`config.mk`:
```
export PLATFORM = sky130hd
export DESIGN_NAME = vnpg_hash
export DESIGN_NICKNAME = d
export VERILOG_FILES = /design/src/rtl/core/value_noise_pixel_grain_defines.svh /design/src/rtl/core/vnpg_pkg.sv /design/src/rtl/core/vnpg_hash.sv
export SDC_FILE = /design/constraint.sdc
export NUM_CORES = 2
export LEC_CHECK = 0
export ABC_AREA = 1
export BUFFER_PORTS_ARGS = -buffer_cell sky130_fd_sc_hd__buf_2
export CORE_AREA = 8 8 421 423
export CTS_BUF_LIST = sky130_fd_sc_hd__clkbuf_8
export CTS_CLUSTER_SIZE = 20
export DETAILED_ROUTE_END_ITERATION = 7
export DIE_AREA = 0 0 429 431
export MAX_ROUTING_LAYER = met4
export PLACE_DENSITY = 0.49
export SLEW_MARGIN = 20
export SYNTH_ARGS = -nofsm -noshare
export SYNTH_HDL_FRONTEND = slang
export SYNTH_SLANG_ARGS = --single-unit
```
`constraint.sdc`:
```
create_clock -name aclk -period 7.1 [get_ports aclk]
set_clock_uncertainty 0.2 [all_clocks]
set_input_delay 1.065 -clock aclk [delete_from_list [all_inputs] [get_ports aclk]]
set_output_delay 1.065 -clock aclk [all_outputs]
set_load 0.02 [all_outputs]
```
`src/rtl/core/value_noise_pixel_grain_defines.svh`:
```
// Assertion macros for the value noise grain block.
`ifndef VALUE_NOISE_PIXEL_GRAIN_DEFINES_SVH
`define VALUE_NOISE_PIXEL_GRAIN_DEFINES_SVH

`ifndef ASSERT_OFF

// Checked only while out of reset.
`define VNPG_ASSERT(label, clk, rst_n, prop, msg) \
    label: assert property (@(posedge clk) disable iff (!rst_n) prop) else $error(msg);

// Checked at every edge, reset included.
`define VNPG_ASSERT_ALWAYS(label, clk, prop, msg) \
    label: assert property (@(posedge clk) prop) else $error(msg);

`else

`define VNPG_ASSERT(label, clk, rst_n, prop, msg)
`define VNPG_ASSERT_ALWAYS(label, clk, prop, msg)

`endif

`endif

```
`src/rtl/core/vnpg_pkg.sv`:
```
package vnpg_pkg;

    // pipeline depth, stage k+1 is loaded by enable bit k
    localparam int STAGES = 8;

    localparam int STEP_W = 25;
    localparam int FRAC_W = 16;
    localparam int CHAN_W = 16;
    localparam int AMT_W  = 16;

    typedef logic [STAGES-1:0] stage_en_t;

    // hash constants
    localparam logic [31:0] HASH_MUL_X    = 32'd374761393;
    localparam logic [31:0] HASH_MUL_Y    = 32'd668265263;
    localparam logic [31:0] HASH_MUL_SEED = 32'd1103515245;
    localparam logic [31:0] HASH_MIX      = 32'd1274126177;

    // (seed + k) * HASH_MUL_SEED = seed * HASH_MUL_SEED + k * HASH_MUL_SEED
    localparam logic [63:0] SEED_PROD_G = 64'd100 * 64'd1103515245;
    localparam logic [63:0] SEED_PROD_B = 64'd200 * 64'd1103515245;
    localparam logic [31:0] SEED_TERM_G = SEED_PROD_G[31:0];
    localparam logic [31:0] SEED_TERM_B = SEED_PROD_B[31:0];

    // Q16 one and smoothstep constant 3.0
    localparam logic [16:0] ONE_Q16  = 17'h10000;
    localparam logic [17:0] SMOOTH_K = 18'd196608;

    localparam logic [CHAN_W-1:0] LIMIT_8  = 16'd255;
    localparam logic [CHAN_W-1:0] LIMIT_16 = 16'd32768;

    // configuration register indexes
    typedef enum logic [2:0] {
        REG_NOISE_SEED   = 3'd0,
        REG_COLOR_MODE   = 3'd1,
        REG_DEPTH_MODE   = 3'd2,
        REG_GRAIN_AMOUNT = 3'd3,
        REG_STEP_X       = 3'd4,
        REG_STEP_Y       = 3'd5
    } cfg_idx_t;

    // four corner values of one lattice cell, Q0.16
    typedef struct packed {
        logic [15:0] v00;
        logic [15:0] v10;
        logic [15:0] v01;
        logic [15:0] v11;
    } corner_set_t;

    typedef struct packed {
        logic [CHAN_W-1:0] red;
        logic [CHAN_W-1:0] green;
        logic [CHAN_W-1:0] blue;
    } rgb_t;

endpackage

```
`src/rtl/core/vnpg_hash.sv`:
```
module vnpg_hash (
    input  logic                  aclk,
    input  vnpg_pkg::stage_en_t   en,
    input  logic [31:0]           hx,
    input  logic [31:0]           hy,
    input  logic [31:0]           seed_term,
    output vnpg_pkg::corner_set_t corners
);

    // corner order: 0 = (x,y), 1 = (x+1,y), 2 = (x,y+1), 3 = (x+1,y+1)
    logic [31:0] hx1, hy1;
    logic [31:0] sum   [4];
    logic [31:0] mix_next [4];
    logic [31:0] mix_reg  [4];
    logic [63:0] prod  [4];
    logic [15:0] val   [4];
    vnpg_pkg::corner_set_t corners_reg;

    assign hx1 = hx + vnpg_pkg::HASH_MUL_X;
    assign hy1 = hy + vnpg_pkg::HASH_MUL_Y;

    assign sum[0] = hx  + hy  + seed_term;
    assign sum[1] = hx1 + hy  + seed_term;
    assign sum[2] = hx  + hy1 + seed_term;
    assign sum[3] = hx1 + hy1 + seed_term;

    always_comb begin
        for (int i = 0; i < 4; i++) begin
            mix_next[i] = sum[i] ^ (sum[i] >> 13);
            prod[i]     = 64'(mix_reg[i]) * 64'(vnpg_pkg::HASH_MIX);
            // low 31 bits, top 16 of them
            val[i]      = prod[i][30:15];
        end
    end

    always_ff @(posedge aclk) begin
        if (en[2]) begin
            for (int i = 0; i < 4; i++) begin
                mix_reg[i] <= mix_next[i];
            end
        end
        if (en[3]) begin
            corners_reg.v00 <= val[0];
            corners_reg.v10 <= val[1];
            corners_reg.v01 <= val[2];
            corners_reg.v11 <= val[3];
        end
    end

    assign corners = corners_reg;

endmodule

```
=== Word-level counts from Yosys, hierarchy flattened ===
Memory sizes are Yosys's and may differ from the RTL's.
Cells that the tools add are included.

* Bits in latches: 0
* Memories kept: 1
* Register bits: 64
* ROM bits: 0
* RAM bits: 128
* Input bits: 105

{| class="wikitable"
|+ Memory list
! memory !! depth !! bits a word !! rd ports !! clocked after memory_dff !! wr ports !! line !! text
|-
| mix_reg || 4 || 32 || 4 || 0 || 4 || vnpg_hash.sv:14 || <nowiki>logic [31:0] mix_reg [4];</nowiki>
|}

* Equality and inequality tests: 0
* Multipliers: 4
* Shift-type cells: 0
* $lt $le $gt $ge: 0
* Reductions and logical operators: 0
* Add/sub/neg operators: 10
* Mux-type cells: 2
* Bitwise gates (word level): 4
* Divide/modulo/power cells: 0

{| class="wikitable"
|+ Operator list
! cell !! count
|-
| adder 32 bit || 8
|-
| multiplier 32 x 31 -> 31 bit, second input constant || 4
|-
| XOR 32 x 19 -> 32 bit || 4
|-
| adder 32 x 29 -> 32 bit, second input constant || 1
|-
| adder 32 x 30 -> 32 bit, second input constant || 1
|-
| two-way mux 1 bit || 2
|}

=== Depth between registers and ports, before layout ===
* Word-level depth: 4
* Depth in mapped cells: 30
* Gate-level depth less buffers: 30

=== Worst setup path after synthesis ===
No wires, ideal clock.

* Path kind: register to register
* Start point: memory mix_reg[1][14]
* End point: register corners_reg (netlist bit corners[47]), data pin
* Setup slack: 1.111 ns
* Stages on the path, launching flop included: 22
* Data arrival time: 5.537 ns
* Clock period less this slack: 5.989 ns
* Required time: 6.648 ns
* Cells stage by stage: edfxtp_1 > inv_1 > fa_1 > inv_1 > fa_1 > fa_1 > inv_1 > fa_1 > fa_1 > fa_1 > inv_1 > fa_1 > ha_1 > ha_1 > nand2_1 > nor3_1 > nand2_1 > or2_2 > nand3_1 > inv_1 > nand3_1 > nand2_1

{| class="wikitable"
|+ RTL lines
! what !! line !! text
|-
| start: declaration || vnpg_hash.sv:14 ||
|-
| end: declaration || vnpg_hash.sv:17 || <nowiki>vnpg_pkg::corner_set_t corners_reg;</nowiki>
|}

==> impl_metrics.py <==
metrics = {
    "cts": {
        "cts_buffers": 17,
        "htree_levels": 4,
        "ctsResizeCount": 0,
        "hold_buffers": 0,
        "cts_buffer_depth": 2,
        "path_clk_slew_ps": 120,
        "cts-root-buf": "clkbuf_8",
        "cts_tree": "done",
        "insertion_delay_ps": 650,
        "cts.sinks": 188,
        "post_cts_buffers": 0,
    },
    "detailed_routing": {
        "vias_per_cell": 4.54,
        "drt_wl_total_mm": 162,
        "vias": 39000,
        "drtIter0Drc": 2651,
        "firstDrtPassIters": 6,
        "ant_nets": 0,
        "wire_per_inst_um": 18.9,
        "drc": 0,
    },
    "final_layout": {
        "area_growth_pct": 8.57,
        "drive_above_1_share_pct": 4.85,
        "largest_reg_flops": 124,
        "n_fill_cell": 18100,
        "fin_nets": 7958,
        "seqCellArea_sq_um": 5650,
        "multi_input_area_sq_um": 38400,
        "finalNonFillerCells": 8584,
        "stdcell_area_sq_um": 55100,
        "layout_commonest_cell": "inv_1",
        "layout_common_cells": "inv_1 (1,771), nand2_1 (1,087), fa_1 (836)",
    },
    "yosys": {
        "yosysUniqueCellTypes": 59,
        "synth-seq-area-share_pct": 11.1,
        "synth_ff_type": "edfxtp_1",
        "avgSynthCellArea_sq_um": 8.33,
        "synth_cells": 6096,
        "synth_area_sq_um": 50800,
        "synth_edf_count": 188,
        "ys_warn_count": 0,
        "synth_nets": 7743,
        "synth-seq-cells": 188,
        "ys_async_sr_fraction_pct": 0,
    },
    "critical_path": {
        "crit_type": "reg -> reg",
        "critPathLaunchType": "flop",
        "crit_slowest_cell": "edfxtp_1",
        "end_kind": "flop",
        "crit_chain": "inv_1 -> fa_1 -> fa_1 -> inv_1 -> fa_1 -> fa_1 -> inv_1 -> fa_1 -> fa_1 -> inv_1 -> fa_1 -> ha_1 -> ha_1 -> inv_1 -> nor3_1 -> nand2_1 -> or2_2 -> nand3_1 -> inv_1 -> nand3_1 -> nand2_1",
        "cp_slowest_stage_delay_ps": 700,
        "crit_top_cell": "fa_1",
        "critPathArrivalTime_ps": 6950,
        "cp.required_ps": 7290,
        "critPathMaxFanout": 7,
    },
    "floorplanning": {
        "die_y_um": 431,
        "ios": 169,
        "start_util_pct": 29.8,
        "dieArea_sq_um": 185000,
        "die_x_um": 429,
        "core_area_sq_um": 171000,
        "num_rows": 152,
    },
    "global_routing": {
        "grt_pass1_vias": 40000,
        "antenna_found_initial": 48,
        "grt_use_total_pct": 18.0,
        "grt_pass1_wl_mm": 247,
        "grt_start_max_net_pins": 68,
        "grt-ovfl-total": 0,
    },
    "sta": {
        "maxSlewViolCount": 0,
        "relSlewSlack_pct": 48.7,
        "hold_viol_final": 0,
        "period_needed_ps": 6770,
        "setup_viol_count_final": 0,
        "fin_ws_ps": 334,
        "fin_tns_setup_ps": 0,
        "tightest_slew_ps": 770,
        "rsz0062_at_grt": "no",
        "fin_crit_sh_pct": 95.3,
        "fmax_mhz": 148,
    },
    "place": {
        "place.gp.congestion": 0.960,
        "dp_slack_ps": 348,
        "place.port_buffers": 162,
        "dpl-instance-area_sq_um": 54700,
        "place_hpwl_mm": 149,
        "place_inst": 8525,
    },
    "run_status": {
        "status": "complete, no violations",
    },
    "flow_run": {
        "maxCapViolations": 0,
    },
    "min_path": {
        "hold_class": "in -> reg",
    },
}
[cells by family after synthesis]
group	share of synthesized area, %
buffers and inverters	13.2
xor gates and xnor gates	4.62
adders and majority gates	50.3
and+or+nand+nor	15.2
DFF	11.1
AOI/OAI and AO/OA	5.49
[path summary, 6_finish.rpt]
| path | startpoint | end | slack, ps | cells after the start |
|---|---|---|---|---|
| worst max-delay path | mix_reg[1][4] | corners[47] | 330 | 21 |
| worst min-delay path | en[3] | corners[0] | 650 | 1 |
| worst max register to register | mix_reg[1][4] | corners[47] | 330 | 21 |
| worst min register to register | mix_reg[3][30] | corners[15] | 950 | 9 |
[critical path: cells and delay by family, from the launching register on]
family | cells | cell delay, ps
buffers and inverters | 6 | 440
adders and majority gates | 9 | 4090
DFF | 1 | 700
and+or+nand+nor | 6 | 1070
[metrics by stage]
stage / hold slack, ps / util (%)
floorplan: 721 / -
global placement: 927 / 32.0
detailed placement: 939 / 32.0
CTS: 564 / 32.3
global route: 614 / 32.3
finish: 653 / 32.3
[synthesized netlist by cell type (10+ instances only)]
| cell type | n | area share, % |
|---|---|---|
| a21o_1 | 25 | 0.37 |
| a21oi_1 | 220 | 2.2 |
| a31oi_1 | 19 | 0.23 |
| edfxtp_1 | 188 | 11 |
| fa_1 | 836 | 33 |
| ha_1 | 706 | 17 |
| inv_1 | 1770 | 13 |
| nand2_1 | 1087 | 8.0 |
| nand3_1 | 272 | 2.7 |
| nand3b_1 | 28 | 0.41 |
| nand4_1 | 38 | 0.47 |
| nor2_1 | 299 | 2.2 |
| nor2_2 | 12 | 0.15 |
| nor3_1 | 42 | 0.41 |
| nor4_1 | 12 | 0.15 |
| o211ai_1 | 10 | 0.15 |
| o21ai_0 | 118 | 1.2 |
| o21ai_1 | 15 | 0.15 |
| o21bai_1 | 28 | 0.41 |
| xnor2_1 | 99 | 1.7 |
| xor2_1 | 156 | 2.7 |
[layout make-up]
class                           instances  share of cell area, %
Multi-Input combinational cell       4126                   69.7
Tap cell                             2233                   5.07
Clock buffer                           17                  0.424
Inverter                             1779                   12.1
Timing Repair Buffer                  199                   1.99
Antenna cell                           27                  0.123
Clock inverter                         15                  0.320
Sequential cell                       188                   10.2
[metal layers]
layer	share of wire (%)	vias up	track usage [%]
met1	47	19100	24.4
li1	-	19000	-
met2	47	800	29.6
met5	0	-	-
met3	3.9	132	2.16
met4	1.9	0	2.88
Power is left out: the tool's default activity adds up to more than one toggle a clock period on the data nets, which glitch-free logic cannot reach.
