<file path="config.mk">
export PLATFORM = sky130hd
export DESIGN_NAME = vnpg_grain
export DESIGN_NICKNAME = d
export VERILOG_FILES = /design/src/rtl/core/value_noise_pixel_grain_defines.svh /design/src/rtl/core/vnpg_pkg.sv /design/src/rtl/core/vnpg_grain.sv
export SDC_FILE = /design/constraint.sdc
export NUM_CORES = 1
export LEC_CHECK = 0
export ABC_CLOCK_PERIOD_IN_PS = 9900
export BUFFER_PORTS_ARGS = -buffer_cell sky130_fd_sc_hd__buf_4
export CORE_MARGIN = 2
export CORE_UTILIZATION = 58
export DETAILED_ROUTE_END_ITERATION = 16
export PLACE_DENSITY = 0.8
export SLEW_MARGIN = 30
export SYNTH_ARGS = -nofsm -noshare
export SYNTH_HDL_FRONTEND = slang
export SYNTH_SLANG_ARGS = --single-unit
</file>
<file path="constraint.sdc">
create_clock -name aclk -period 9.9 [get_ports aclk]
set_input_delay 2.97 -clock aclk [delete_from_list [all_inputs] [get_ports aclk]]
set_output_delay 2.97 -clock aclk [all_outputs]
set_load 0.05 [all_outputs]
</file>
<file path="src/rtl/core/value_noise_pixel_grain_defines.svh">
// Assertion macros for the value noise grain block.
`ifndef VALUE_NOISE_PIXEL_GRAIN_DEFINES_SVH
`define VALUE_NOISE_PIXEL_GRAIN_DEFINES_SVH

`ifndef ASSERT_OFF

// Checked only while out of reset.
`define VNPG_ASSERT(label, clk, rst_n, prop, msg) \
    label: assert property (@(posedge clk) disable iff (!rst_n) prop) else $error(msg);

// Checked at every edge, reset included.
`define VNPG_ASSERT_ALWAYS(label, clk, prop, msg) \
    label: assert property (@(posedge clk) prop) else $error(msg);

`else

`define VNPG_ASSERT(label, clk, rst_n, prop, msg)
`define VNPG_ASSERT_ALWAYS(label, clk, prop, msg)

`endif

`endif

</file>
<file path="src/rtl/core/vnpg_pkg.sv">
package vnpg_pkg;

    // pipeline depth, stage k+1 is loaded by enable bit k
    localparam int STAGES = 8;

    localparam int STEP_W = 25;
    localparam int FRAC_W = 16;
    localparam int CHAN_W = 16;
    localparam int AMT_W  = 16;

    typedef logic [STAGES-1:0] stage_en_t;

    // hash constants
    localparam logic [31:0] HASH_MUL_X    = 32'd374761393;
    localparam logic [31:0] HASH_MUL_Y    = 32'd668265263;
    localparam logic [31:0] HASH_MUL_SEED = 32'd1103515245;
    localparam logic [31:0] HASH_MIX      = 32'd1274126177;

    // (seed + k) * HASH_MUL_SEED = seed * HASH_MUL_SEED + k * HASH_MUL_SEED
    localparam logic [63:0] SEED_PROD_G = 64'd100 * 64'd1103515245;
    localparam logic [63:0] SEED_PROD_B = 64'd200 * 64'd1103515245;
    localparam logic [31:0] SEED_TERM_G = SEED_PROD_G[31:0];
    localparam logic [31:0] SEED_TERM_B = SEED_PROD_B[31:0];

    // Q16 one and smoothstep constant 3.0
    localparam logic [16:0] ONE_Q16  = 17'h10000;
    localparam logic [17:0] SMOOTH_K = 18'd196608;

    localparam logic [CHAN_W-1:0] LIMIT_8  = 16'd255;
    localparam logic [CHAN_W-1:0] LIMIT_16 = 16'd32768;

    // configuration register indexes
    typedef enum logic [2:0] {
        REG_NOISE_SEED   = 3'd0,
        REG_COLOR_MODE   = 3'd1,
        REG_DEPTH_MODE   = 3'd2,
        REG_GRAIN_AMOUNT = 3'd3,
        REG_STEP_X       = 3'd4,
        REG_STEP_Y       = 3'd5
    } cfg_idx_t;

    // four corner values of one lattice cell, Q0.16
    typedef struct packed {
        logic [15:0] v00;
        logic [15:0] v10;
        logic [15:0] v01;
        logic [15:0] v11;
    } corner_set_t;

    typedef struct packed {
        logic [CHAN_W-1:0] red;
        logic [CHAN_W-1:0] green;
        logic [CHAN_W-1:0] blue;
    } rgb_t;

endpackage

</file>
<file path="src/rtl/core/vnpg_grain.sv">
module vnpg_grain (
    input  logic                        aclk,
    input  vnpg_pkg::stage_en_t         en,
    input  logic [15:0]                 noise,
    input  logic [vnpg_pkg::CHAN_W-1:0] chan,
    input  logic                        depth_mode,
    input  logic [vnpg_pkg::AMT_W-1:0]  grain_amount,
    output logic [vnpg_pkg::CHAN_W-1:0] result
);

    // |2n - 1| in Q16, sign set when n is below one half
    logic        neg;
    logic [16:0] off_abs;
    logic [32:0] mag_next, mag_reg;
    logic        neg_reg;
    logic [vnpg_pkg::CHAN_W-1:0] chan_reg;

    logic [16:0]        delta;
    logic signed [17:0] chan_s, delta_s, sum_s, limit_s;
    logic [vnpg_pkg::CHAN_W-1:0] limit;
    logic [vnpg_pkg::CHAN_W-1:0] result_next, result_reg;

    assign neg     = !noise[15];
    assign off_abs = neg ? (vnpg_pkg::ONE_Q16 - {noise, 1'b0}) : {1'b0, noise[14:0], 1'b0};
    assign mag_next = 33'(off_abs) * 33'(grain_amount);

    always_comb begin
        delta   = depth_mode ? {1'b0, mag_reg[32:17]} : {8'b0, mag_reg[32:24]};
        limit   = depth_mode ? vnpg_pkg::LIMIT_16 : vnpg_pkg::LIMIT_8;
        chan_s  = signed'({2'b00, chan_reg});
        delta_s = signed'({1'b0, delta});
        limit_s = signed'({2'b00, limit});
        sum_s   = neg_reg ? (chan_s - delta_s) : (chan_s + delta_s);
        if (sum_s < 0) begin
            result_next = '0;
        end else if (sum_s > limit_s) begin
            result_next = limit;
        end else begin
            result_next = sum_s[15:0];
        end
    end

    always_ff @(posedge aclk) begin
        if (en[6]) begin
            mag_reg  <= mag_next;
            neg_reg  <= neg;
            chan_reg <= chan;
        end
        if (en[7]) begin
            result_reg <= result_next;
        end
    end

    assign result = result_reg;

endmodule

</file>
# Word level (Yosys, flattened, before mapping)
# Index checks and enable logic that the tools add are counted.
# word_totals
register_bits	66
output_inout_bits	16
# op_classes
add_sub_neg	3
n_mul	1
magnitude_cmp	2
muxes	5
reduce_logical	1
# ops
op	count
16-bit 2-to-1 mux	3
17-bit by 16-bit multiplier with 33-bit output	1
18-bit by 17-bit greater-than comparator with 1-bit output	1
18-bit by 1-bit < comparator with 1-bit output, second input constant	1
18-bit 2-to-1 mux	1
16-bit by 16-bit adder with 17-bit output	1
17-bit 2-to-1 mux	1
16-bit by 16-bit subtractor with 17-bit output	1
17-bit subtractor, first input constant	1
1-bit logical NOT	1

# Logic depth before layout (Yosys ltp)
# depth
ltp_word	5
mapped_depth	31
mapped_depth_nobuf	29

# Worst setup path after synthesis
# OpenSTA, ideal clock, no wires.
# synth_timing
path_type	input to register
from	input noise[0]
to	register mag_reg[32], data pin
setup_ns	0.260
arrival_time_ns	9.393
t_required_ns	9.640
path_slack_ns	0.247
stages	28
n_path_buf	2
cell_sequence	clkbuf_1 inv_1 ha_1 nor2b_1 nand2_1 o31a_1 xor2_1 clkbuf_1 nand2_1 fa_1 fa_1 inv_1 fa_1 fa_1 fa_1 inv_1 fa_1 inv_1 ha_1 a211oi_1 o21ai_0 nand4_1 o211ai_1 a41oi_1 a21oi_1 a211o_1 a31oi_1 xnor2_1
# synth_via
elab_chain_cells	3
# synth_lines
item	line	rtl
from (decl)	vnpg_grain.sv:4	input logic [15:0] noise,
17-bit subtractor	vnpg_grain.sv:24	assign off_abs = neg ? (vnpg_pkg::ONE_Q16 - {noise, 1'b0}) : {1'b0, noise[14:0], 1'b0};
17-bit 2-to-1 mux *	vnpg_grain.sv:24	
17-bit by 16-bit multiplier with 33-bit output *	vnpg_grain.sv:25	assign mag_next = 33'(off_abs) * 33'(grain_amount);
named net mag_next[32]	vnpg_grain.sv:14	logic [32:0] mag_next, mag_reg;
to (signal assigned)	vnpg_grain.sv:45	mag_reg <= mag_next;
to (decl)	vnpg_grain.sv:14	
# Mark *: on every way through the listed nets, which the timed path passes. The rest lies on a longest branch.
# A chain may end at the register's enable or synchronous reset.

# Final worst setup path
# layout_timing
from	input noise[10]
to	register mag_reg[32], data pin
# The elaborated chain is that of the path after synthesis.

==> metrics list <==
- Status: finished, final reports clean
* Drt pass-1 iters: 5
* Initial Utilization: 58.97%
- STA classifies the critical path endpoint as a register.
* Synth Area per Inst: 9.088 µm²
- Among all stages on the critical path, the largest delay is contributed by sky130_fd_sc_hd__or4_1.
* TritonCTS clock tree: done
- The tree is rooted in a sky130_fd_sc_hd__clkbuf_16.
- Overall routing resource usage: about a quarter
* Largest net degree at the start of global routing: 34
- In this run the cell area measured after placement is roughly 13000 µm².
* Share of the synthesized area in the top cell type: 32.71%
- For this run, the post-layout net count is between 1500 and 2000.
- For this run the aggregate overflow at the end of global routing stands at 0.
- RSZ-0062 raised after global routing: no
- Highest attainable clock frequency: 105.2 MHz
- After layout, the minimum clock period comes to about 9.5 ns.
- Number of flops mapped to enable cells by yosys: 49
* Number of nets produced by synthesis: about 1700
- On the worst path, the slowest cell contributes a delay of 0.58 ns.
- CTS built an H-tree with a depth of 2.
- The number of global-route vias before repair came to ~9700.
* Combined area of the multi-input logic cells: between 9000 and 10000 µm²
* Clock buffer count from CTS: 5
- Of the synthesized area, sequential elements account for approximately 12%.
- Predominant post-synthesis flop cell: sky130_fd_sc_hd__edfxtp_1
- Buffers inserted during post-CTS setup optimization: 0
- At the end of routability-driven placement, the weighted congestion stood at a little under 0.9.
- Synth async-reset ratio: 0%
- Setup violations remaining at the end of the flow were counted as 0.
- Synthesized instance count: approximately 1300
- Synthesis instantiated 67 different standard cells from the library.
- Share of final-layout standard cells stronger than drive strength 1: roughly 11%
- The floorplan step set the die height to around 150 µm.
* Type of the setup path with the least slack: in2reg
- From left edge to right edge, the die measures about 150 µm.
- Final Hold Fails: 0
* Global-route wire length before repair: roughly 45000 µm
* Flops & latches, synth: 49
* Max Transition Viols Final: 0
- Measured against its own limit, the worst slew margin works out to around 44%.
- Crit Path Max Fanout: 6
- The top cell types in the final layout, fill and taps aside, are 276 x sky130_fd_sc_hd__inv_1, 195 x sky130_fd_sc_hd__fa_1, 159 x sky130_fd_sc_hd__nand2_1, 143 x sky130_fd_sc_hd__ha_1, 122 x sky130_fd_sc_hd__and2_1.
* Number of buffers inserted for hold repair after clock tree synthesis: 0
- The tightest min-delay check is of the reg2reg type.
- After detailed routing, the total wire length is between 20000 and 30000 µm.
- Most frequent CP cell: sky130_fd_sc_hd__fa_1
- CP required: 9.95 ns
* Most Used Layer, Global Route: met2
* Flip-flop and latch area: 1471 µm²
* Cell types occupying the most area after synthesis: sky130_fd_sc_hd__fa_1 33%, sky130_fd_sc_hd__ha_1 15%, sky130_fd_sc_hd__edfxtp_1 12%
* Overall die area: between 20000 and 25000 µm²
* Via count: 9155
- Fill cells in the final layout number about 1600.
- For this run, the number of Yosys warnings is 0.
- Clock transition at the register clock pins on the worst setup and hold paths after CTS: 0.07 ns
- Number of antenna repair diodes: 0
- The floorplan has 52 rows.
* Mean routed wirelength per cell: roughly 16 µm
* Post-synthesis instance area: ~12000 µm²
- Per-cell via count in the routed design: about 5.5
* Final cell area excluding filler cells: about 13000 µm²
- Area inside the core boundary: 20230 µm²
- P&R area growth vs syn: 10.43%
- Post-route DRC violation count: 0
* Yosys top cell by area: sky130_fd_sc_hd__fa_1
- Once detailed placement completed, the half-perimeter wirelength came to 22170 µm.
- Insertion delay to the later sink of the worst-skew pair: 0.30 ns
* Number of top-level design ports: 74
- CTS saw between 40 and 50 sinks.
- Data arrival time at the worst-slack endpoint: 9.55 ns
* 1st-iter DRT viols: approximately 460
- For this run, global-route usage on met3 was measured as under 10%.
- Worst-case clock buffer depth: 2
- During placement, the flow inserted port buffers numbering 67.
- Setup clock skew after layout: between 0.008 and 0.009 ns
- Max-cap violations in this run came to 0.
* Worst Tran Pin Value: around 0.84 ns
* Period utilisation layout: 95.99%
* Met2 usage in global routing: ~45%
- In this run the remaining antenna-violating nets after routing total 0.
- Antenna violations before repair: 0
- Met1 Use GR: 33.28%
* Most common library cell in the layout ignoring fill and taps: sky130_fd_sc_hd__inv_1
- Launching element type of the critical path: input pin
-- Yosys cell counts, drive strengths merged, types with 3 or more instances --
master and instances:
inv 276, fa 195, nand2 159, ha 143, and2 122, edfxtp 49, clkbuf 43, a21oi 38
nor2 37, o21ai 37, xor2 21, xnor2 19, mux2i 18, nor3 15, nand4 12, a21o 11
a211oi 10, nand2b 8, or3 8, nand3 7, nor2b 7, a31oi 6, and3 5, buf 5
o211ai 5, nor4 4, o21a 4, o21bai 4, o31a 4, mux2 3, o31ai 3, or2 3
-- area by class of cell --
type / instances / share of cell area (%)
Timing Repair Buffer: 118 / 6.817
Inverter: 277 / 7.890
Clock inverter: 3 / 0.5222
Sequential cell: 49 / 11.17
Tap cell: 270 / 2.564
Clock buffer: 5 / 0.9495
Multi-Input combinational cell: 939 / 70.09
-- per-stage QoR --
stage	TNS, ns	worst slack (ns)	hold slack [ns]	utilization (%)	cells
5_1_grt	0	0.02250	1.038	65.12	1661
2_1_floorplan	0	0.2472	0.8731	-	1313
3_5_place_dp	-0.7011	-0.1870	0.9859	64.04	1653
4_1_cts	0	0.1394	1.002	65.00	1661
6_report	0	0.3973	0.9953	65.12	1661
3_3_place_gp	0	0.05101	0.9582	64.04	1653
-- worst max-delay path: cells and delay by family --
kind,cells,cell delay (ns)
AOI/OAI and AO/OA,6,1.17
xor gates and xnor gates,2,0.28
adders and majority gates,7,3.29
buffers and inverters,6,0.59
and+or+nand+nor,6,1.25
-- metal layers --
| metal | share of wire [%] | vias up |
|---|---|---|
| met2 | 49 | 342 |
| li1 | - | 4265 |
| met1 | 41 | 4488 |
| met3 | 7.7 | 60 |
| met5 | 0 | - |
| met4 | 2.8 | 0 |
-- cells by family after synthesis --
| family | Yosys count | synth area share [%] |
|---|---|---|
| muxes | 21 | 1.793 |
| AOI/OAI and AO/OA | 141 | 7.885 |
| buffers and inverters | 325 | 10.53 |
| DFF | 49 | 12.33 |
| and+or+nand+nor | 399 | 16.82 |
| xor gates and xnor gates | 40 | 2.936 |
| adders and majority gates | 338 | 47.71 |
-- repair_timing --
action / in CTS / in global routing
hold endpoints to repair: 0 / 0
gates resized for setup: 0 / 4
setup endpoints to repair: 0 / 6
-- worst paths after layout --
check | from | endpoint | slack, ns | depth (start not counted)
max | noise[10] | mag_reg[32] | 0.40 | 27
min | mag_reg[17] | result[0] | 1.0 | 4
max reg2reg | mag_reg[25] | result[7] | 5.09 | 18
min reg2reg | mag_reg[17] | result[0] | 1.0 | 4
Power is not shown: default switching activity piles up to over one toggle a cycle in this logic, so the estimate is an artifact.
