===== config.mk =====
export PLATFORM = sky130hd
export DESIGN_NAME = vnpg_lattice
export DESIGN_NICKNAME = d
export VERILOG_FILES = /design/src/rtl/core/value_noise_pixel_grain_defines.svh /design/src/rtl/core/vnpg_pkg.sv /design/src/rtl/core/vnpg_lattice.sv
export SDC_FILE = /design/constraint.sdc
export NUM_CORES = 2
export LEC_CHECK = 0
export ABC_AREA = 0
export ABC_CLOCK_PERIOD_IN_PS = 9800
export BUFFER_PORTS_ARGS = -buffer_cell sky130_fd_sc_hd__clkbuf_2
export CAP_MARGIN = 25
export CORE_MARGIN = 4
export CORE_UTILIZATION = 50
export DETAILED_ROUTE_END_ITERATION = 10
export PLACE_DENSITY = 0.77
export SLEW_MARGIN = 20
export SYNTH_ARGS = -nofsm -noshare
export SYNTH_HDL_FRONTEND = slang
export SYNTH_SLANG_ARGS = --single-unit

===== constraint.sdc =====
create_clock -name aclk -period 9.8 [get_ports aclk]
set_input_delay 1.96 -clock aclk [delete_from_list [all_inputs] [get_ports aclk]]
set_output_delay 1.96 -clock aclk [all_outputs]
set_load 0.01 [all_outputs]

===== src/rtl/core/value_noise_pixel_grain_defines.svh =====
// Assertion macros for the value noise grain block.
`ifndef VALUE_NOISE_PIXEL_GRAIN_DEFINES_SVH
`define VALUE_NOISE_PIXEL_GRAIN_DEFINES_SVH

`ifndef ASSERT_OFF

// Checked only while out of reset.
`define VNPG_ASSERT(label, clk, rst_n, prop, msg) \
    label: assert property (@(posedge clk) disable iff (!rst_n) prop) else $error(msg);

// Checked at every edge, reset included.
`define VNPG_ASSERT_ALWAYS(label, clk, prop, msg) \
    label: assert property (@(posedge clk) prop) else $error(msg);

`else

`define VNPG_ASSERT(label, clk, rst_n, prop, msg)
`define VNPG_ASSERT_ALWAYS(label, clk, prop, msg)

`endif

`endif


===== src/rtl/core/vnpg_pkg.sv =====
package vnpg_pkg;

    // pipeline depth, stage k+1 is loaded by enable bit k
    localparam int STAGES = 8;

    localparam int STEP_W = 25;
    localparam int FRAC_W = 16;
    localparam int CHAN_W = 16;
    localparam int AMT_W  = 16;

    typedef logic [STAGES-1:0] stage_en_t;

    // hash constants
    localparam logic [31:0] HASH_MUL_X    = 32'd374761393;
    localparam logic [31:0] HASH_MUL_Y    = 32'd668265263;
    localparam logic [31:0] HASH_MUL_SEED = 32'd1103515245;
    localparam logic [31:0] HASH_MIX      = 32'd1274126177;

    // (seed + k) * HASH_MUL_SEED = seed * HASH_MUL_SEED + k * HASH_MUL_SEED
    localparam logic [63:0] SEED_PROD_G = 64'd100 * 64'd1103515245;
    localparam logic [63:0] SEED_PROD_B = 64'd200 * 64'd1103515245;
    localparam logic [31:0] SEED_TERM_G = SEED_PROD_G[31:0];
    localparam logic [31:0] SEED_TERM_B = SEED_PROD_B[31:0];

    // Q16 one and smoothstep constant 3.0
    localparam logic [16:0] ONE_Q16  = 17'h10000;
    localparam logic [17:0] SMOOTH_K = 18'd196608;

    localparam logic [CHAN_W-1:0] LIMIT_8  = 16'd255;
    localparam logic [CHAN_W-1:0] LIMIT_16 = 16'd32768;

    // configuration register indexes
    typedef enum logic [2:0] {
        REG_NOISE_SEED   = 3'd0,
        REG_COLOR_MODE   = 3'd1,
        REG_DEPTH_MODE   = 3'd2,
        REG_GRAIN_AMOUNT = 3'd3,
        REG_STEP_X       = 3'd4,
        REG_STEP_Y       = 3'd5
    } cfg_idx_t;

    // four corner values of one lattice cell, Q0.16
    typedef struct packed {
        logic [15:0] v00;
        logic [15:0] v10;
        logic [15:0] v01;
        logic [15:0] v11;
    } corner_set_t;

    typedef struct packed {
        logic [CHAN_W-1:0] red;
        logic [CHAN_W-1:0] green;
        logic [CHAN_W-1:0] blue;
    } rgb_t;

endpackage


===== src/rtl/core/vnpg_lattice.sv =====
module vnpg_lattice #(
    parameter int COORD_BITS = 13
) (
    input  logic                        aclk,
    input  vnpg_pkg::stage_en_t         en,
    input  logic [COORD_BITS-1:0]       pixel_x,
    input  logic [COORD_BITS-1:0]       pixel_y,
    input  logic [vnpg_pkg::STEP_W-1:0] step_x,
    input  logic [vnpg_pkg::STEP_W-1:0] step_y,
    output logic [31:0]                 hx,
    output logic [31:0]                 hy,
    output logic [16:0]                 ux,
    output logic [16:0]                 uy
);

    localparam int POS_W = COORD_BITS + vnpg_pkg::STEP_W;
    localparam int CX_W  = POS_W - vnpg_pkg::FRAC_W;

    // stage 1: lattice position
    logic [POS_W-1:0] pos_x_reg, pos_y_reg;
    logic [POS_W-1:0] pos_x_next, pos_y_next;

    // stage 2: cell hash terms, fraction and its square
    logic [31:0]       hx_reg, hy_reg;
    logic [CX_W+31:0]  hx_prod, hy_prod;
    logic [15:0]       fx_reg, fy_reg;
    logic [15:0]       f2x_reg, f2y_reg;
    logic [31:0]       sqx, sqy;

    // stage 3: smoothstep weight
    logic [17:0] wx, wy;
    logic [33:0] ux_prod, uy_prod;
    logic [16:0] ux_reg, uy_reg;

    // stage 4: align with the corner values
    logic [16:0] ux_s4_reg, uy_s4_reg;

    assign pos_x_next = POS_W'(pixel_x) * POS_W'(step_x);
    assign pos_y_next = POS_W'(pixel_y) * POS_W'(step_y);

    assign hx_prod = (CX_W+32)'(pos_x_reg[POS_W-1:vnpg_pkg::FRAC_W]) *
                     (CX_W+32)'(vnpg_pkg::HASH_MUL_X);
    assign hy_prod = (CX_W+32)'(pos_y_reg[POS_W-1:vnpg_pkg::FRAC_W]) *
                     (CX_W+32)'(vnpg_pkg::HASH_MUL_Y);
    assign sqx = 32'(pos_x_reg[15:0]) * 32'(pos_x_reg[15:0]);
    assign sqy = 32'(pos_y_reg[15:0]) * 32'(pos_y_reg[15:0]);

    assign wx = vnpg_pkg::SMOOTH_K - {1'b0, fx_reg, 1'b0};
    assign wy = vnpg_pkg::SMOOTH_K - {1'b0, fy_reg, 1'b0};
    assign ux_prod = 34'(f2x_reg) * 34'(wx);
    assign uy_prod = 34'(f2y_reg) * 34'(wy);

    always_ff @(posedge aclk) begin
        if (en[0]) begin
            pos_x_reg <= pos_x_next;
            pos_y_reg <= pos_y_next;
        end
        if (en[1]) begin
            hx_reg  <= hx_prod[31:0];
            hy_reg  <= hy_prod[31:0];
            fx_reg  <= pos_x_reg[15:0];
            fy_reg  <= pos_y_reg[15:0];
            f2x_reg <= sqx[31:16];
            f2y_reg <= sqy[31:16];
        end
        if (en[2]) begin
            ux_reg <= ux_prod[32:16];
            uy_reg <= uy_prod[32:16];
        end
        if (en[3]) begin
            ux_s4_reg <= ux_reg;
            uy_s4_reg <= uy_reg;
        end
    end

    assign hx = hx_reg;
    assign hy = hy_reg;
    assign ux = ux_s4_reg;
    assign uy = uy_s4_reg;

endmodule


## Word-level counts from Yosys, hierarchy flattened

Cells that the tools add are included.

| cells by class | value |
|---|---|
| $add $sub $neg | 2 |
| multipliers | 8 |

Operator list:

| operator | number |
|---|---|
| $mul 13x25->38 | 2 |
| $mul 16x18->33 | 2 |
| $mul 16x16->32 | 2 |
| $sub 18x17->18 const A | 2 |
| $mul 22x29->32 const B | 1 |
| $mul 22x30->32 const B | 1 |

| storage, ports and cells | value |
|---|---|
| register bits | 272 |
| input bits | 85 |
| output and inout bits | 98 |
| word-level logic and storage cells | 22 |

## Logic depth before layout (Yosys ltp)

| logic depth | value |
|---|---|
| word-level depth | 2 |
| depth in mapped cells | 32 |
| mapped depth without buffers | 30 |

## Least setup slack after synthesis

OpenSTA, ideal clock, no wires.

| timing | value |
|---|---|
| path kind | register -> register |
| start point | reg fy_reg[0] |
| end point | reg uy_reg[16] (data pin) |
| arrival | 7.755 ns |
| required time | 9.540 ns |
| path slack | 1.785 ns |
| stages on the path, launching flop included | 32 |
| buffers on the path | 2 |
| path through | edfxtp_1 -> clkbuf_1 -> inv_1 -> ha_1 -> nand2_1 -> or2_1 -> or3_1 -> nor4_1 -> nor3b_1 -> xnor2_1 -> clkbuf_1 -> nand2_1 -> fa_1 -> fa_1 -> fa_1 -> inv_1 -> fa_1 -> fa_1 -> inv_1 -> fa_1 -> inv_1 -> ha_1 -> and4_1 -> a21oi_1 -> a31oi_1 -> o211ai_1 -> a21oi_1 -> a221oi_1 -> o31ai_1 -> o21a_1 -> nor2_1 -> xnor2_1 |

| between the ends | value |
|---|---|
| word-level cells in the longest chain between the ends | 2 |

RTL lines:

| item | RTL line | source |
|---|---|---|
| start: declaration | vnpg_lattice.sv:26 | `logic [15:0] fx_reg, fy_reg;` |
| start signal: assignment | vnpg_lattice.sv:62 | `fy_reg <= pos_y_reg[15:0];` |
| $sub 18x17->18 | vnpg_lattice.sv:49 | `assign wy = vnpg_pkg::SMOOTH_K - {1'b0, fy_reg, 1'b0};` |
| $mul 16x18->33 | vnpg_lattice.sv:51 | `assign uy_prod = 34'(f2y_reg) * 34'(wy);` |
| net uy_prod[32] | vnpg_lattice.sv:32 | `logic [33:0] ux_prod, uy_prod;` |
| end signal: assignment | vnpg_lattice.sv:68 | `uy_reg <= uy_prod[32:16];` |
| end: declaration | vnpg_lattice.sv:33 | `logic [16:0] ux_reg, uy_reg;` |

The timed path passes the listed nets, and every way through them passes these cells.
A chain may end at the register's enable or synchronous reset.

## Worst setup path in the final report

| timing | value |
|---|---|
| start point | reg fx_reg[0] |
| end point | reg ux_reg[15] (data pin) |

| between the ends | value |
|---|---|
| word-level cells in the longest chain between the ends | 2 |

RTL lines:

| item | RTL line | source |
|---|---|---|
| start: declaration | vnpg_lattice.sv:26 |  |
| start signal: assignment | vnpg_lattice.sv:61 | `fx_reg <= pos_x_reg[15:0];` |
| $sub 18x17->18 | vnpg_lattice.sv:48 | `assign wx = vnpg_pkg::SMOOTH_K - {1'b0, fx_reg, 1'b0};` |
| $mul 16x18->33 | vnpg_lattice.sv:50 | `assign ux_prod = 34'(f2x_reg) * 34'(wx);` |
| net ux_prod[31] | vnpg_lattice.sv:32 |  |
| end signal: assignment | vnpg_lattice.sv:67 | `ux_reg <= ux_prod[32:16];` |
| end: declaration | vnpg_lattice.sv:33 |  |

The timed path passes the listed nets, and every way through them passes these cells.

==> results_dict.tcl <==
set metrics [dict create \
    hold_path_class "reg2reg" \
    portBuffers 178 \
    cp-start-kind "flop" \
    die_h_um 391 \
    clockBufferDepth 3 \
    cts_resized 0 \
    hold_buffers 0 \
    vias 49877 \
    cts_sinks 272 \
    synthTopCellsByArea "fa_1 (44%), ha_1 (14%), edfxtp_1 (11%), inv_1 (10%), and2_1 (5.1%)" \
    die_w_um 391 \
    drc_errors 0 \
    std_cell_rows 140 \
    fill_cells 12624 \
    cpMostUsedCell "fa_1" \
    synth_xor_area_frac 0.0308 \
    initial_utilization 0.503 \
    fmax_mhz 113 \
    via_per_inst 5.27 \
    hold_viol 0 \
    ys_seq_area_frac 0.112 \
    critPathMaxFanout 17 \
    ys_warn_count 0 \
    synth_area_um2 73200 \
    ys_ff_latch 272 \
    first_iter_violations 2955 \
    synth_top_area_cell "fa_1" \
    period_minus_slack_ns 8.86 \
    max-cap-violations 0 \
    synth_ff_type "edfxtp_1" \
    syn-num-nets 10005 \
    grt_pass1_wl_um 283000 \
    timing.rr.start "fx_reg[0]" \
    final_cell_count_no_fill 9458 \
    drive_above_1_share 0.0393 \
    postCtsSetupRepairBufs 0 \
    drv_slew 0 \
    grt_pass1_vias 55397 \
    synth.most_common_cell "inv_1" \
    finalCritPeriodShare 0.904 \
    synth_top_family_by_area "adder cells" \
    syn_area_per_cell_um2 9.78 \
    area_delta_synth_final_pct 5.42 \
    required_ns 10.14 \
    grt_start_max_net_pins 78 \
    cts.htree.levels 2 \
    dieArea_um2 152000 \
    hpwl_um 141000 \
    setup_viol 0 \
    clk_latency_ns 0.59 \
    cts_tree "built" \
    wirelength_um 170000 \
    synthAdderAreaFrac 0.582 \
    synthCells 7477 \
    rsz0062_at_grt "false" \
    grt_usage 0.231 \
    skew_ns 0.0175 \
    synth-compound-area-share 0.0393 \
    ioPinCount 183 \
    ys_async_sr_fraction 0 \
    synthTopCellsByCount "inv_1 (2029), fa_1 (1601), nand2_1 (874), ha_1 (842), and2_1 (598)" \
    clockRootBuffer "clkbuf_16" \
    slew_headroom 0.295 \
    antenna_left 0 \
    crit_start "fx_reg[0]" \
    yosysTopAreaCellShare 0.438 \
    crit_path_max_incr_delay_ns 0.63 \
    synth-simple-area-share 0.120 \
    status "finished, final reports clean" \
    synth_mux_area_frac 0.000735 \
    core_um2 146000 \
    arrival_ns 9.20 \
    slowest_stage "edfxtp_1" \
    worst_pin_slew_ns 1.06 \
    ys_types 75 \
    place_inst 9393 \
    antenna_found_initial 11 \
    clk_pin_slew_worst_paths_ns 0.06 \
    hp-start "uy_reg[13]" \
    overflow 0 \
    cts_buffers 35 \
    route.detailed.wl_per_inst_um 18.0 \
    holdWs_ns 0.416 \
    crit_type "reg2reg" \
    crit_path_end_kind "flop" \
    synth-edff-count 272 \
    drtPass1Iterations 6 \
    num-nets-final 10041 \
    place_congestion 0.956 \
    tns_ns 0 \
]
-- critical path: cells and delay by family, from the launching register on --
family | cells | cell delay (ns)
buf+inv | 4 | 0.28
simple gates | 8 | 1.67
xor+xnor | 2 | 0.65
flops | 1 | 0.63
compound gates | 6 | 1.80
fa+ha+maj | 8 | 3.57
-- cell usage in the layout (no fill, tap or decap), types with 21 or more instances in the layout --
| cell | netlist | routed |
|---|---|---|
| inv_1 | 2029 | 2029 |
| fa_1 | 1601 | 1601 |
| nand2_1 | 874 | 874 |
| ha_1 | 842 | 842 |
| and2_1 | 598 | 598 |
| edfxtp_1 | 272 | 272 |
| xnor2_1 | 198 | 192 |
| clkbuf_2 | 0 | 176 |
| nor2_1 | 162 | 162 |
| a21oi_1 | 113 | 113 |
| a21o_1 | 68 | 68 |
| o21ai_0 | 64 | 64 |
| xor2_1 | 59 | 59 |
| nor3_1 | 41 | 41 |
| clkbuf_16 | 0 | 36 |
| o21a_1 | 34 | 34 |
| buf_4 | 0 | 33 |
| nand3_1 | 32 | 32 |
| nand2b_1 | 26 | 26 |
| nor2b_1 | 22 | 22 |
| a211oi_1 | 21 | 21 |
-- worst paths after layout --
kind / end / slack (ns) / cells after the start
worst max-delay path: ux_reg[15] / 0.94 / 28
worst min-delay path: uy[13] / 0.42 / 0
worst max register to register: ux_reg[15] / 0.94 / 28
worst min register to register: uy[13] / 0.42 / 0
-- metal layers --
layer | global-route usage | vias to the layer above | wire length (µm)
met5 | 0 | - | 42
met4 | 0.0838 | 8 | 6410
met3 | 0.0396 | 355 | 12200
met2 | 0.398 | 1673 | 84100
met1 | 0.295 | 25581 | 67200
li1 | - | 22260 | -
-- layout make-up --
| cell class | count | area (µm²) | area share |
|---|---|---|---|
| diodes | 2 | 5.00 | 0.0000649 |
| clock buffers | 43 | 927 | 0.0120 |
| clock inverters | 20 | 244 | 0.00316 |
| inverters | 2029 | 7620 | 0.0988 |
| multi-input cells | 4965 | 56600 | 0.734 |
| flip-flops and latches | 272 | 8170 | 0.106 |
| well taps | 1917 | 2400 | 0.0311 |
| repair buffers | 210 | 1140 | 0.0148 |
-- through the flow --
stage | setup slack [ns] | util | cell area [µm²]
after detailed placement | 1.06 | 0.522 | 75900
final | 0.938 | 0.530 | 77100
after global placement | 1.22 | 0.522 | 75900
after CTS | 1.02 | 0.530 | 77100
after global routing | 0.299 | 0.530 | 77100
after floorplan | 1.79 | - | 73200
-- logic make-up after synthesis --
kind of cell,after synthesis
muxes,5
AOI/OAI and AO/OA,427
and+or+nand+nor,1833
DFF,272
adders and majority gates,2443
buffers and inverters,2240
xor gates and xnor gates,257
Power is left out: the tool's default activity adds up to more than one toggle a clock period on the data nets, which glitch-free logic cannot reach.
