===== config.mk =====
export PLATFORM = sky130hd
export DESIGN_NAME = vnpg_blend
export DESIGN_NICKNAME = d
export VERILOG_FILES = /design/src/rtl/core/value_noise_pixel_grain_defines.svh /design/src/rtl/core/vnpg_pkg.sv /design/src/rtl/core/vnpg_blend.sv
export SDC_FILE = /design/constraint.sdc
export NUM_CORES = 2
export LEC_CHECK = 0
export BUFFER_PORTS_ARGS = -buffer_cell sky130_fd_sc_hd__buf_2
export CAP_MARGIN = 10
export CORE_ASPECT_RATIO = 0.7
export CORE_MARGIN = 5
export CORE_UTILIZATION = 50
export CTS_CLUSTER_DIAMETER = 80
export DETAILED_ROUTE_END_ITERATION = 12
export PLACE_DENSITY = 0.66
export SLEW_MARGIN = 15
export SYNTH_ARGS = -nofsm -noshare
export SYNTH_HDL_FRONTEND = slang
export SYNTH_SLANG_ARGS = --single-unit

===== constraint.sdc =====
create_clock -name aclk -period 10.4 [get_ports aclk]
set_input_delay 0.52 -clock aclk [delete_from_list [all_inputs] [get_ports aclk]]
set_output_delay 0.52 -clock aclk [all_outputs]
set_load 0.05 [all_outputs]

===== src/rtl/core/value_noise_pixel_grain_defines.svh =====
// Assertion macros for the value noise grain block.
`ifndef VALUE_NOISE_PIXEL_GRAIN_DEFINES_SVH
`define VALUE_NOISE_PIXEL_GRAIN_DEFINES_SVH

`ifndef ASSERT_OFF

// Checked only while out of reset.
`define VNPG_ASSERT(label, clk, rst_n, prop, msg) \
    label: assert property (@(posedge clk) disable iff (!rst_n) prop) else $error(msg);

// Checked at every edge, reset included.
`define VNPG_ASSERT_ALWAYS(label, clk, prop, msg) \
    label: assert property (@(posedge clk) prop) else $error(msg);

`else

`define VNPG_ASSERT(label, clk, rst_n, prop, msg)
`define VNPG_ASSERT_ALWAYS(label, clk, prop, msg)

`endif

`endif


===== src/rtl/core/vnpg_pkg.sv =====
package vnpg_pkg;

    // pipeline depth, stage k+1 is loaded by enable bit k
    localparam int STAGES = 8;

    localparam int STEP_W = 25;
    localparam int FRAC_W = 16;
    localparam int CHAN_W = 16;
    localparam int AMT_W  = 16;

    typedef logic [STAGES-1:0] stage_en_t;

    // hash constants
    localparam logic [31:0] HASH_MUL_X    = 32'd374761393;
    localparam logic [31:0] HASH_MUL_Y    = 32'd668265263;
    localparam logic [31:0] HASH_MUL_SEED = 32'd1103515245;
    localparam logic [31:0] HASH_MIX      = 32'd1274126177;

    // (seed + k) * HASH_MUL_SEED = seed * HASH_MUL_SEED + k * HASH_MUL_SEED
    localparam logic [63:0] SEED_PROD_G = 64'd100 * 64'd1103515245;
    localparam logic [63:0] SEED_PROD_B = 64'd200 * 64'd1103515245;
    localparam logic [31:0] SEED_TERM_G = SEED_PROD_G[31:0];
    localparam logic [31:0] SEED_TERM_B = SEED_PROD_B[31:0];

    // Q16 one and smoothstep constant 3.0
    localparam logic [16:0] ONE_Q16  = 17'h10000;
    localparam logic [17:0] SMOOTH_K = 18'd196608;

    localparam logic [CHAN_W-1:0] LIMIT_8  = 16'd255;
    localparam logic [CHAN_W-1:0] LIMIT_16 = 16'd32768;

    // configuration register indexes
    typedef enum logic [2:0] {
        REG_NOISE_SEED   = 3'd0,
        REG_COLOR_MODE   = 3'd1,
        REG_DEPTH_MODE   = 3'd2,
        REG_GRAIN_AMOUNT = 3'd3,
        REG_STEP_X       = 3'd4,
        REG_STEP_Y       = 3'd5
    } cfg_idx_t;

    // four corner values of one lattice cell, Q0.16
    typedef struct packed {
        logic [15:0] v00;
        logic [15:0] v10;
        logic [15:0] v01;
        logic [15:0] v11;
    } corner_set_t;

    typedef struct packed {
        logic [CHAN_W-1:0] red;
        logic [CHAN_W-1:0] green;
        logic [CHAN_W-1:0] blue;
    } rgb_t;

endpackage


===== src/rtl/core/vnpg_blend.sv =====
module vnpg_blend (
    input  logic                  aclk,
    input  vnpg_pkg::stage_en_t   en,
    input  vnpg_pkg::corner_set_t corners,
    input  logic [16:0]           ux,
    input  logic [16:0]           uy,
    output logic [15:0]           noise
);

    logic [16:0] wx0, wy0;
    logic [32:0] a_sum, b_sum, n_sum;
    logic [15:0] a_reg, b_reg, n_reg;
    logic [16:0] uy_s5_reg;

    assign wx0 = vnpg_pkg::ONE_Q16 - ux;
    assign wy0 = vnpg_pkg::ONE_Q16 - uy_s5_reg;

    // each sum stays below 2^32
    assign a_sum = 33'(corners.v00) * 33'(wx0) + 33'(corners.v10) * 33'(ux);
    assign b_sum = 33'(corners.v01) * 33'(wx0) + 33'(corners.v11) * 33'(ux);
    assign n_sum = 33'(a_reg) * 33'(wy0) + 33'(b_reg) * 33'(uy_s5_reg);

    always_ff @(posedge aclk) begin
        if (en[4]) begin
            a_reg     <= a_sum[31:16];
            b_reg     <= b_sum[31:16];
            uy_s5_reg <= uy;
        end
        if (en[5]) begin
            n_reg <= n_sum[31:16];
        end
    end

    assign noise = n_reg;

endmodule


### Word-level counts from Yosys, hierarchy flattened

Cells that the tools add are included.

| storage, ports and cells | value |
|---|---|
| flip-flop bits (word level) | 65 |
| output and inout bits | 16 |
| input port bits | 107 |
| logic and storage cells | 15 |

| operators by class | value |
|---|---|
| $mul | 6 |
| add/sub/neg operators | 5 |

Operators by type and width:

| operator | number |
|---|---|
| $mul A16 B17 Y32 | 6 |
| $add A32 B32 Y32 | 3 |
| $sub A17 B17 Y17 const A | 2 |

### Logic depth before layout (Yosys ltp)

| logic depth | value |
|---|---|
| word-level depth | 3 |
| gate-level depth with buffers | 34 |
| depth with buffers taken out | 32 |

### Least setup slack after synthesis

Ideal clock, no wire load.

| path | value |
|---|---|
| path type | input to register |
| start | input ux[3] |
| end | register a_reg[15] (data pin) |
| data arrival time | 8577 ps |
| path slack | 1647 ps |
| library setup time | 176 ps |
| stages | 30 |
| buffers on the path | 2 |
| data required time | 10224 ps |
| cell sequence | clkbuf_1 > nor2_1 > nand3_1 > or3_1 > nor2b_1 > nand2_1 > or3_1 > xor2_1 > clkbuf_1 > nand2_1 > fa_1 > fa_1 > fa_1 > fa_1 > inv_1 > fa_1 > inv_1 > fa_1 > fa_1 > fa_1 > inv_1 > ha_1 > a21oi_1 > o21ai_0 > o2111ai_1 > nand3_1 > o221a_2 > o41a_1 > a221o_1 > nor4_1 |

| on the way | value |
|---|---|
| word-level cells in the longest chain between the ends | 3 |
| elaborated cells on any way between the ends | 4 |
| classes of those cells | add/sub: 2; mul: 2 |

Ends and longest elaborated chain:

| what | RTL line | RTL |
|---|---|---|
| start, declared | vnpg_blend.sv:5 | `input logic [16:0] ux,` |
| $sub A17 B17 Y17 | vnpg_blend.sv:15 | `assign wx0 = vnpg_pkg::ONE_Q16 - ux;` |
| $mul A16 B17 Y32 | vnpg_blend.sv:19 | `assign a_sum = 33'(corners.v00) * 33'(wx0) + 33'(corners.v10) * 33'(ux);` |
| $add A32 B32 Y32 * | vnpg_blend.sv:19 |  |
| named net a_sum[31] | vnpg_blend.sv:11 | `logic [32:0] a_sum, b_sum, n_sum;` |
| end signal, assigned | vnpg_blend.sv:25 | `a_reg <= a_sum[31:16];` |
| end, declared | vnpg_blend.sv:12 | `logic [15:0] a_reg, b_reg, n_reg;` |

Mark *: on every way through the listed nets, which the timed path passes. The rest lies on a longest branch.
A chain may end at the register's enable or synchronous reset.

### Worst setup path in the final report

| path | value |
|---|---|
| start | register uy_s5_reg[4] |
| end | register n_reg[15] (netlist: noise[15]) (data pin) |

| on the way | value |
|---|---|
| word-level cells in the longest chain between the ends | 3 |
| elaborated cells on any way between the ends | 4 |
| classes of those cells | add/sub: 2; mul: 2 |

Ends and longest elaborated chain:

| what | RTL line | RTL |
|---|---|---|
| start, declared | vnpg_blend.sv:13 | `logic [16:0] uy_s5_reg;` |
| start signal, assigned | vnpg_blend.sv:27 | `uy_s5_reg <= uy;` |
| $sub A17 B17 Y17 | vnpg_blend.sv:16 | `assign wy0 = vnpg_pkg::ONE_Q16 - uy_s5_reg;` |
| $mul A16 B17 Y32 | vnpg_blend.sv:21 | `assign n_sum = 33'(a_reg) * 33'(wy0) + 33'(b_reg) * 33'(uy_s5_reg);` |
| $add A32 B32 Y32 * | vnpg_blend.sv:21 |  |
| named net n_sum[31] | vnpg_blend.sv:11 |  |
| end signal, assigned | vnpg_blend.sv:30 | `n_reg <= n_sum[31:16];` |
| end, declared | vnpg_blend.sv:12 |  |

Marked as above.

==> results.md <==
- Result of the run: finished, final reports clean
- Number of enable flip-flop cells after synthesis: 65
- Hold-fix buffers at CTS: 0
- Number of detailed-route iterations in the first pass: 6
- Number of antenna violations at the first check in global routing: 15
- Worst Tran Pin Value: about 1.3 ns
- # resized after CTS: 0
- Ratio of routed vias to standard cells: roughly 5.2
- Clock tree skew after final layout: 0.0152 ns
- Startpoint of the most critical register-to-register path: uy_s5_reg[4]
- Xor/xnor share of the synthesized area: under 10%
- Placed insts: 7275
- Yosys warns: 0
- Worst rel slew slack: 15.8%
- Most used standard cell by instance count after synthesis: sky130_fd_sc_hd__inv_1
- Number of endpoints with negative hold slack in the final report: 0
- Type of the setup path with the least slack: register to register
- Number of CTS-inserted buffers: 9
- Reg-to-reg setup timing slack: 0.82 ns
- Largest cells by area after synthesis: sky130_fd_sc_hd__fa_1 (51%), sky130_fd_sc_hd__ha_1 (13%), sky130_fd_sc_hd__and2_1 (11%), sky130_fd_sc_hd__inv_1 (10%), sky130_fd_sc_hd__nand2_1 (4.4%)
- Compound-Gate Fraction of Synth Area: between 1.5 and 2%
- Main combinational cell family by area after synthesis: adder cells
- Crit path max fanout: 10
- Top post-synthesis cells by count: sky130_fd_sc_hd__inv_1 (1515), sky130_fd_sc_hd__fa_1 (1407), sky130_fd_sc_hd__and2_1 (991), sky130_fd_sc_hd__nand2_1 (652), sky130_fd_sc_hd__ha_1 (563)
- Number of rows in the core area: 102
- Hold Crit Start: uy[14]
- Number of nets in the synthesized netlist: 7953
- CP endpoint kind: register
- Max reg flops: 17
- Fraction of synthesized cell area taken by the top area cell type: 50.9%
- F_max: between 0.1 and 0.15 GHz
- Fill count: 10100
- RSZ-0062 raised after global routing: false
- Class of the tightest hold or removal check: input pin to register
- Required arrival time at the worst endpoint: roughly 11 ns
- Core Footprint: 110000 um2
- Post-CTS setup buffers: 0
- Full die area: 117000 um2
- Launching instance or port of the critical path: uy_s5_reg[4]
- Clock tree from TritonCTS: done
- DRC Markers: 0
- Worst hold path stage count: 1
- Time the final worst path needs with I/O delays and setup: ~9.6 ns
- Proportion of register bits with asynchronous set or reset after synthesis: 0%
- Port Buffer Count: 116
- Launching element type of the critical path: register
- Final max-slew violation count: 0
- Die extent in x: roughly 400 um
- Simple-gate share of the synthesized area: ~17%
- FF-to-FF path depth: 28
- Initial detailed-routing violation count: 2328
- Multiplexer fraction of the synthesized cell area: 0.0271%
- Area grow syn2layout: 4.64%
- Total Wirelength: 140000 um
- Via count: 38100
- Global-route wire length before repair: 233000 um
- Effective utilization at floorplan: 50.2%
- Data arrival, critical path: 9.79 ns
- Average wire length per cell after detail routing: 19.2 um
- Die Height: 288 um
- Number of clock sinks: 65
- Clock-pin slew of the registers on the worst-case setup and hold paths: 0.06 ns
- Worst-skew pair later-pin latency: between 0.3 and 0.4 ns
- Final-stage net count: ~7900
- Aggregate negative setup slack: 0 ns
- Avg Cell Area, Syn: 9.41 um2
- Post-route antenna net violation count: 0
- Number of violations of the max-capacitance limit: 0
- Maximum number of buffers from clock root to sink: 2
- Maximum number of pins on one net before global-route repair: 50
- Sink of the worst hold path: uy_s5_reg[14]
- Reg-to-reg critical path endpoint: noise[15]
- Post-DP HPWL: 120000 um
- Final Instance Count excl. Fillers: approximately 7300
- Clock root buffer: sky130_fd_sc_hd__clkbuf_16
- Area of the mapped netlist: 55300 um2
- Biggest area consumer among synthesized cells: sky130_fd_sc_hd__fa_1
- Setup-violating endpoint count in the final report: 0
- Worst path max stage delay: 0.62 ns
- GP Congestion: 0.889
- H-Tree Level Count: 3
- Count of cell types in the netlist: a little over 60
- Slowest stage cell, crit path: sky130_fd_sc_hd__or4_4
- Main flop type after synthesis: sky130_fd_sc_hd__edfxtp_1
- Synth Register Bits: 65
- Total routing resource utilization after global routing: about a quarter
- Via count of the first global-routing pass: 41800
- Library cell appearing most often on the critical path: sky130_fd_sc_hd__fa_1
- Post-synthesis sequential area ratio: 3.53%
- Post-Synthesis Cells: 5876
- Top-level I/O count: 123
- Synthesized-area fraction occupied by adder cells: 63.7%
- Fin crit share: between 90 and 100%
- GRT overflow: 0
- Share of layout cells above drive strength 1: 4.46%
critical path, delay by kind of cell, from the launching register on:
family | cells | cell delay [ns]
AO/OA/AOI/OAI | 3 | 0.65
XOR/XNOR | 1 | 0.41
adder cells (fa/ha/maj) | 9 | 4.25
buffers and inverters | 5 | 0.53
flip-flops | 1 | 0.47
AND/OR/NAND/NOR | 10 | 3.08
final cells by class:
| type | instances | area [um2] | area share [%] |
|---|---|---|---|
| Sequential cell | 65 | 1950 | 3.37 |
| Tap cell | 1456 | 1820 | 3.15 |
| Antenna cell | 13 | 32.5 | 0.0562 |
| Clock inverter | 7 | 76.3 | 0.132 |
| Multi-Input combinational cell | 4022 | 46700 | 80.8 |
| Timing Repair Buffer | 217 | 1340 | 2.31 |
| Clock buffer | 9 | 225 | 0.389 |
| Inverter | 1515 | 5690 | 9.83 |
worst max-delay path by stage:
stage / endpoint / slack, ns / depth (start not counted)
global route: a_reg[15] / 0.40 / 29
detailed placement: a_reg[15] / 0.52 / 31
finish: noise[15] / 0.82 / 28
floorplan: a_reg[15] / 1.65 / 30
global placement: a_reg[15] / 0.79 / 29
CTS: a_reg[15] / 0.91 / 31
per-stage QoR:
step                      util, %  instance area [um2]  hold slack (ns)  worst slack (ns)
final                        52.5                57900            0.310             0.825
after global routing         52.5                57900            0.296             0.404
after CTS                    52.5                57800            0.289             0.914
after detailed placement     52.2                57500            0.699             0.521
after global placement       52.2                57500            0.699             0.786
after floorplan                 -                55300            0.619              1.65
placed cells by master (no fill, tap or decap), types with 3 or more instances in the layout:
master and instances:
sky130_fd_sc_hd__xor2_2 5, sky130_fd_sc_hd__o21bai_1 4, sky130_fd_sc_hd__buf_2 116, sky130_fd_sc_hd__and2_1 991, sky130_fd_sc_hd__nor4_1 11, sky130_fd_sc_hd__edfxtp_1 65, sky130_fd_sc_hd__nand3b_1 3, sky130_fd_sc_hd__nand2b_1 8
sky130_fd_sc_hd__or2_2 3, sky130_fd_sc_hd__a21oi_1 39, sky130_fd_sc_hd__clkbuf_16 9, sky130_fd_sc_hd__a211oi_1 9, sky130_fd_sc_hd__buf_4 101, sky130_fd_sc_hd__xnor2_1 72, sky130_fd_sc_hd__nor2_1 49, sky130_fd_sc_hd__and4_1 3
sky130_fd_sc_hd__and3_1 31, sky130_fd_sc_hd__fa_1 1407, sky130_fd_sc_hd__xnor2_2 7, sky130_fd_sc_hd__a21o_1 11, sky130_fd_sc_hd__nor2b_1 4, sky130_fd_sc_hd__or3_1 7, sky130_fd_sc_hd__inv_1 1515, sky130_fd_sc_hd__nand3_1 18
sky130_fd_sc_hd__o21ai_0 20, sky130_fd_sc_hd__o2111ai_1 3, sky130_fd_sc_hd__nand2_1 652, sky130_fd_sc_hd__diode_2 13, sky130_fd_sc_hd__o211ai_1 3, sky130_fd_sc_hd__o21a_1 9, sky130_fd_sc_hd__nand4_1 6, sky130_fd_sc_hd__nor3_1 19
sky130_fd_sc_hd__ha_1 563, sky130_fd_sc_hd__xor2_1 23, sky130_fd_sc_hd__a31oi_1 4
cell families after synthesis:
logic type	after synthesis
buffers and inverters	1789
multiplexers	1
AND/OR/NAND/NOR	1814
flip-flops	65
XOR/XNOR	108
adder cells (fa/ha/maj)	1970
AO/OA/AOI/OAI	129
metal layers:
| metal | share of wire [%] | global-route usage [%] |
|---|---|---|
| met1 | 47 | 39.2 |
| met2 | 41 | 36.0 |
| met3 | 10 | 6.11 |
| met4 | 2.0 | 5.09 |
| met5 | 0.015 | 0 |
Power is not shown: default switching activity piles up to over one toggle a cycle in this logic, so the estimate is an artifact.
